[src/hdl/rtq_pkg.sv]
// Shared types, constants and codes for the repeating timer queue.
`default_nettype none
package rtq_pkg;

    localparam int TIMER_SLOTS = 16;
    localparam int SLOT_W      = $clog2(TIMER_SLOTS);

    // Command codes
    localparam logic [1:0] CMD_ADD    = 2'd0;
    localparam logic [1:0] CMD_DELETE = 2'd1;
    localparam logic [1:0] CMD_TICK   = 2'd2;

    // Result kinds
    localparam logic [1:0] KIND_ADDED    = 2'd0;
    localparam logic [1:0] KIND_FIRED    = 2'd1;
    localparam logic [1:0] KIND_REJ_ZERO = 2'd2;
    localparam logic [1:0] KIND_REJ_FULL = 2'd3;

    typedef struct packed {
        logic [1:0]  command;
        logic [23:0] period_ticks;
        logic [15:0] repeat_count;
        logic [15:0] target_id;
    } request_t;

    typedef struct packed {
        logic [1:0]  result_kind;
        logic [15:0] result_id;
        logic        last;
    } result_t;

    // Per-slot timer payload; age is only meaningful while fire is set
    typedef struct packed {
        logic [30:0] age;
        logic [31:0] deadline;
        logic [23:0] period;
        logic [15:0] remaining;
        logic [15:0] ident;
    } timer_t;

    typedef struct packed {
        logic   valid;
        logic   fire;
        timer_t data;
    } entry_t;

    typedef enum logic [2:0] {
        OP_HOLD,
        OP_ADD,
        OP_DELETE,
        OP_AGE,
        OP_SORT,
        OP_SHIFT
    } cell_op_t;

    typedef struct packed {
        cell_op_t op;
        logic     phase;
    } cell_ctrl_t;

endpackage
`default_nettype wire

[src/hdl/rtq_cell.sv]
// One timer slot of the chain: holds an entry, sorts with its neighbors, shifts left.
`default_nettype none
module rtq_cell
    import rtq_pkg::*;
(
    input  wire logic        clk,
    input  wire logic        rst_n,
    input  wire cell_ctrl_t  ctrl,
    input  wire logic        pos_odd,
    input  wire logic        free_in,
    output logic             free_out,
    input  wire timer_t      add_data,
    input  wire logic [31:0] now,
    input  wire logic [15:0] target_id,
    input  wire entry_t      left_entry,
    input  wire entry_t      right_entry,
    input  wire logic        left_swap,
    output logic             swap_out,
    output entry_t           entry
);

    logic   valid_reg, valid_next;
    logic   fire_reg, fire_next;
    timer_t data_reg, data_next;
    logic   take_add;
    logic [31:0] diff;
    logic   expired;
    logic   right_first;

    assign entry    = '{valid: valid_reg, fire: fire_reg, data: data_reg};
    assign free_out = free_in | ~valid_reg;
    assign take_add = ~valid_reg & ~free_in;
    assign diff     = now - data_reg.deadline;
    assign expired  = ~diff[31];

    // right neighbor goes first: it fires, and this one does not, or it is older, or equal age and lower id
    assign right_first = right_entry.fire &
        (~fire_reg || (right_entry.data.age > data_reg.age) ||
         ((right_entry.data.age == data_reg.age) &&
          (right_entry.data.ident < data_reg.ident)));
    assign swap_out = (ctrl.op == OP_SORT) && (pos_odd == ctrl.phase) && right_first;

    always_comb
    begin
        valid_next = valid_reg;
        fire_next  = fire_reg;
        data_next  = data_reg;
        case (ctrl.op)
            OP_ADD:
            begin
                if (take_add)
                begin
                    valid_next = 1'b1;
                    fire_next  = 1'b0;
                    data_next  = add_data;
                end
            end
            OP_DELETE:
            begin
                if (valid_reg && (data_reg.ident == target_id))
                begin
                    data_next.remaining = '0;
                end
            end
            OP_AGE:
            begin
                data_next.age = diff[30:0];
                fire_next     = valid_reg & expired & (data_reg.remaining != '0);
                if (valid_reg && expired && (data_reg.remaining == '0))
                begin
                    valid_next = 1'b0;
                end
            end
            OP_SORT:
            begin
                if (swap_out)
                begin
                    valid_next = right_entry.valid;
                    fire_next  = right_entry.fire;
                    data_next  = right_entry.data;
                end
                else if (left_swap)
                begin
                    valid_next = left_entry.valid;
                    fire_next  = left_entry.fire;
                    data_next  = left_entry.data;
                end
            end
            OP_SHIFT:
            begin
                valid_next = right_entry.valid;
                fire_next  = right_entry.fire;
                data_next  = right_entry.data;
            end
            default:
            begin
                valid_next = valid_reg;
            end
        endcase
    end

    always_ff @(posedge clk or negedge rst_n)
    begin
        if (!rst_n)
        begin
            valid_reg <= 1'b0;
            fire_reg  <= 1'b0;
        end
        else
        begin
            valid_reg <= valid_next;
            fire_reg  <= fire_next;
        end
    end

    always_ff @(posedge clk)
    begin
        data_reg <= data_next;
    end

endmodule
`default_nettype wire

[config.mk]
export PLATFORM = sky130hd
export DESIGN_NAME = rtq_cell
export DESIGN_NICKNAME = d
export VERILOG_FILES = /design/src/hdl/rtq_pkg.sv /design/src/hdl/rtq_cell.sv
export SDC_FILE = /design/constraint.sdc
export NUM_CORES = 1
export LEC_CHECK = 0
export ABC_AREA = 1
export BUFFER_PORTS_ARGS = -buffer_cell sky130_fd_sc_hd__buf_2
export CAP_MARGIN = 10
export CORE_AREA = 5 5 206 208
export CTS_BUF_LIST = sky130_fd_sc_hd__clkbuf_16
export DETAILED_ROUTE_END_ITERATION = 8
export DIE_AREA = 0 0 211 213
export PLACE_DENSITY_LB_ADDON = 0.05
export SYNTH_ARGS = -nofsm -noshare
export SYNTH_HDL_FRONTEND = slang
export SYNTH_SLANG_ARGS = --single-unit
[constraint.sdc]
create_clock -name clk -period 6.2 [get_ports clk]
set_input_delay 0 -clock clk [delete_from_list [all_inputs] [get_ports clk]]
set_output_delay 0 -clock clk [all_outputs]
set_load 0.02 [all_outputs]
After elaboration in Yosys (flattened, before gate mapping)
Index checks and enable logic that the tools add are counted.
Word-level totals
  bits in latches: 0
  memories kept: 0
  flip-flop bits (word level): 121
  bits in read-only memories: 0
  bits in writable memories: 0
Operators by class
  $mul: 0
  bitwise gates (word level): 9
  equality and inequality tests: 12
  div/mod/pow operators: 0
  shift operators: 0
  magnitude comparators: 2
  $add $sub $neg: 1
  reductions and logical operators: 17
  muxes and demuxes: 17
Operators by type and width (number)
  2-to-1 mux 119 bit: 3
  case mux 56 bit (3 select lines): 1
  case mux 31 bit (4 select lines): 1
  case mux 16 bit (4 select lines): 1
  case mux 16 bit (3 select lines): 1
  subtractor 32 bit: 1
  == test 31 bit: 1
  > comparator 31 bit: 1
  == test 16 bit: 1
  logical NOT 16 bit: 1
  less-than comparator 16 bit: 1
  2-to-1 mux 16 bit: 1
  nonzero test 16 bit: 1
  case mux 1 bit (4 select lines): 2
  AND reduction 4 bit: 2
  nonzero test 4 bit: 2
  2-to-1 mux 1 bit: 7
  == test 3 x 2 -> 1 bit (second input constant): 2
  == test 3 bit (second input constant): 2
  logical AND 1 bit: 6
  != test 2 bit (second input constant): 3
  AND reduction 3 bit: 2
  bitwise AND 1 bit: 4
  NOT 1 bit: 4
  other kinds (6): 7

Depth between registers and ports, before layout
  depth in word-level cells: 7
  mapped depth: 21
  depth with buffers taken out: 20

Worst setup path before layout
No wires, ideal clock.
  path type: flip-flop to flip-flop
  start: register data_reg (netlist bit entry[118])
  end: register data_reg (netlist bit entry[0]) (enable)
  slack: 201 ps
  arrival time: 5474 ps
  clock period less this slack: 5999 ps
  cell stages (with the launch flop): 16
  library setup time: 526 ps
  path through: edfxtp_1 inv_1 ha_1 nand2_1 nor2_1 nand2_1 nor2_1 nand3_1 nor2_1 a21oi_1 nand2_1 nand2_1 buf_4 nand2_1 nand2_1 a21oi_1
Between the ends
  cells in the longest elaborated chain, start to end: 7
  elaborated cells on any way between the ends: 9
  classes of those cells: order compare (1); eq/ne (2); bitwise (1); reduce/logical (5)
RTL lines
  from (decl): RTL line rtq_cell.sv:24  | timer_t data_reg, data_next;
  from (signal assigned): RTL line rtq_cell.sv:118  | data_reg <= data_next;
  > comparator 31 bit or == test 31 bit (tied branches): RTL line rtq_cell.sv:38, rtq_cell.sv:39
  logical OR 1 bit or logical AND 1 bit (tied branches): RTL line rtq_cell.sv:38, rtq_cell.sv:39
  logical OR 1 bit (*): RTL line rtq_cell.sv:38  | (~fire_reg || (right_entry.data.age > data_reg.age) ||
  bitwise AND 1 bit (*): RTL line rtq_cell.sv:37  | assign right_first = right_entry.fire &
  logical AND 1 bit (*): RTL line rtq_cell.sv:41  | assign swap_out = (ctrl.op == OP_SORT) && (pos_odd == ctrl.phase) && right_first;
  != test 3 bit (no source line) (*)
  AND reduction 3 bit (no source line) (*)
Mark *: on every way between the ends. The rest lies on a longest branch, timed or not.
A chain may end at the register's enable or synchronous reset.

==> flow_metrics.py <==
metrics = {
    "clock_network": {
        "clk_pin_slew_ps": 70,
        "cts.repair.resized": 0,
        "cts_max_path_buffers": 2,
        "clock-root-buffer": "clkbuf_16",
        "cts_tree": "built",
        "post_cts_buffers": 0,
        "cts_buffers": 17,
        "clock-sinks": 121,
        "clock_latency_ps": 450,
        "h-tree-depth": 4,
    },
    "placed_design": {
        "io_buffers": 540,
        "dp_hpwl_um": 43500,
        "gp_congestion": 0.880,
    },
    "die": {
        "core_um2": 40400,
        "die_y_um": 213,
        "ios": 541,
        "initial_utilization": 0.280,
        "fp.dieW_um": 211,
        "die_area_um2": 44900,
        "std_cell_rows": 74,
    },
    "worst_setup_path": {
        "startpoint_type": "register",
        "crit_fanout": 79,
        "endpoint": "entry[85]$_DFFE_PP_",
        "r2r-start": "entry[110]$_DFFE_PP_",
        "cp.required_ps": 6510,
        "startpoint": "entry[110]$_DFFE_PP_",
        "crit_path_end_kind": "register",
        "rr_worst_depth": 16,
        "worst_ep_arrival_time_ps": 4940,
        "r2r_end": "entry[85]$_DFFE_PP_",
        "r2r_slack_ps": 1580,
        "worstSetupPathType": "reg2reg",
    },
    "yosys": {
        "synth_top_cell_area_share": 0.316,
        "synth_area_leaders": "edfxtp_1, nand2_1, ha_1",
        "synth_nets": 2171,
        "synth_ff_type": "edfxtp_1",
        "postSynthCellCount": 1675,
        "synth.avg_cell_area_um2": 6.75,
        "ys_ff_latch": 121,
        "synth-seq-area-share": 0.321,
        "yosys-top-cells-count": "nand2_1, inv_1, nor2_1",
        "ys_warn_count": 0,
        "yosysMostFrequentCell": "nand2_1",
        "netlist-cell-type-count": 36,
        "synth_top_cell_by_area": "edfxtp_1",
        "synthArstFlopShare": 0.0165,
        "synth_edf_count": 119,
        "synth_area_um2": 11300,
    },
    "power_and_ir_drop": {
        "cellPowerDensity_nw_per_um2": 184,
        "power_leakage_uw": 0.00877,
        "power_uw": 3240,
        "ir_drop_mv": 0.186,
    },
    "final_layout": {
        "largest_reg_flops": 119,
        "multi_input_area_um2": 6640,
        "drive_gt1_frac": 0.247,
        "syn2layout_area_growth_pct": 56.1,
        "nNetsFinal": 2921,
        "fillers": 4393,
        "final-seq-area_um2": 3620,
    },
    "sta": {
        "setup-tns-final_ps": 0,
        "drv_slew": 0,
        "finalHoldViolations": 0,
        "post-route-period-util": 0.746,
        "max-slew-margin-rel": 0.279,
        "clock_skew_ps": 12.4,
        "worstMarginPinSlew_ps": 1080,
        "grt_setup_unrepaired": "false",
        "final.min_clock_period_ps": 4620,
        "clock.fmax_ghz": 0.216,
        "setup_viol": 0,
    },
    "global_routing": {
        "grt_max_degree": 80,
        "grt.total_usage": 0.239,
        "grt_overflow": 0,
        "grt_pass1_vias": 14300,
        "antenna_found_initial": 19,
        "grt_pass1_wl_um": 82900,
    },
    "run_status": {
        "status": "finished, final reports clean",
    },
    "drt": {
        "drt-initial-drc-count": 858,
        "drt-total-wl_um": 56300,
        "drt-vias-per-instance": 4.75,
        "drc": 0,
        "avgRoutedWirePerCell_um": 18.8,
        "first_pass_iters": 7,
        "num_vias": 14200,
        "ant_nets": 0,
    },
    "job": {
        "maxCapViolCount": 0,
    },
    "min_path": {
        "min_path_type": "in2reg",
    },
}
-- kinds of logic (layout without fill, tap and decap cells) --
logic type      after synthesis  in the layout  share of synthesized area
xor+xnor                      8              8                    0.00620
fa+ha+maj                    78             78                     0.0870
simple gates                891            891                      0.332
flops                       121            121                      0.321
other cells                   0             16                          0
compound gates              301            301                      0.160
buf+inv                     276           1039                     0.0942
-- routing by layer --
layer,vias up,share of wire,global-route usage
met2,505,0.47,0.392
met1,6507,0.43,0.304
met3,86,0.076,0.0652
li1,7061,-,-
met4,12,0.028,0.0881
met5,-,0.0012,0
-- area by class of cell --
cell class              instances  share of cell area
clock buffers                  17              0.0241
clock inverters                15              0.0104
repair buffers                802               0.300
diodes                         16             0.00227
inverters                     205              0.0436
flip-flops and latches        121               0.205
well taps                     532              0.0377
multi-input cells            1278               0.377
-- per-stage QoR --
| stage | util | area [µm²] | instances | setup WS (ps) | hold slack [ps] |
|---|---|---|---|---|---|
| after floorplan | - | 11300 | 1675 | 201 | -296 |
| after global placement | 0.360 | 14500 | 2691 | 2090 | -214 |
| after detailed placement | 0.360 | 14500 | 2691 | 2020 | -213 |
| after CTS | 0.436 | 17600 | 2970 | 1510 | 31.2 |
| after global routing | 0.437 | 17600 | 2981 | 1170 | 99.5 |
| final | 0.437 | 17600 | 2986 | 1580 | 57.1 |
-- report_power, final --
group	internal (µW)	total (µW)	switching [µW]
logic	496	1130	630
clock network	664	1080	413
registers	994	1040	42.2
-- worst min-delay path by stage --
stage	start	endpoint	cells after the start	slack, ps
finish	left_swap	fire_reg$_DFFE_PN0P_	6	60
global route	left_swap	fire_reg$_DFFE_PN0P_	6	100
CTS	left_swap	fire_reg$_DFFE_PN0P_	6	30
detailed placement	rst_n	valid_reg$_DFFE_PN0P_	1	-210
global placement	rst_n	valid_reg$_DFFE_PN0P_	1	-210
floorplan	rst_n	fire_reg$_DFFE_PN0P_	0	-300
-- layout by cell type, fill, tap and decap left out, drive strengths merged, types with 18 or more instances in the layout --
master	netlist	routed
edfxtp	119	119
nand3	94	94
nor2	159	159
dlygate4sd3	0	247
ha	77	77
nand4	39	39
nand3b	32	32
inv	203	203
buf	17	555
nand2	544	544
a21oi	71	71
o211ai	18	18
o21bai	76	76
o21ai	112	112
-- worst max-delay path: stages, from the launching register on --
cell	delay [ps]
edfxtp_1	380
inv_1	50
ha_1	290
nand2_1	160
nor2_1	140
nand3_1	70
nor2_1	260
nand3_1	130
nor2_1	100
a21oi_1	70
nand2_1	120
nand2_4	460
inv_2	800
buf_4	530
nor2_1	100
o21bai_1	160
dlygate4sd3_1	570
-- what timing repair did --
action,in CTS,in global routing
hold buffers,247,0
endpoints found under the setup margin,0,0
endpoints found under the hold margin,123,0
Power figures use the tool's default switching activity.
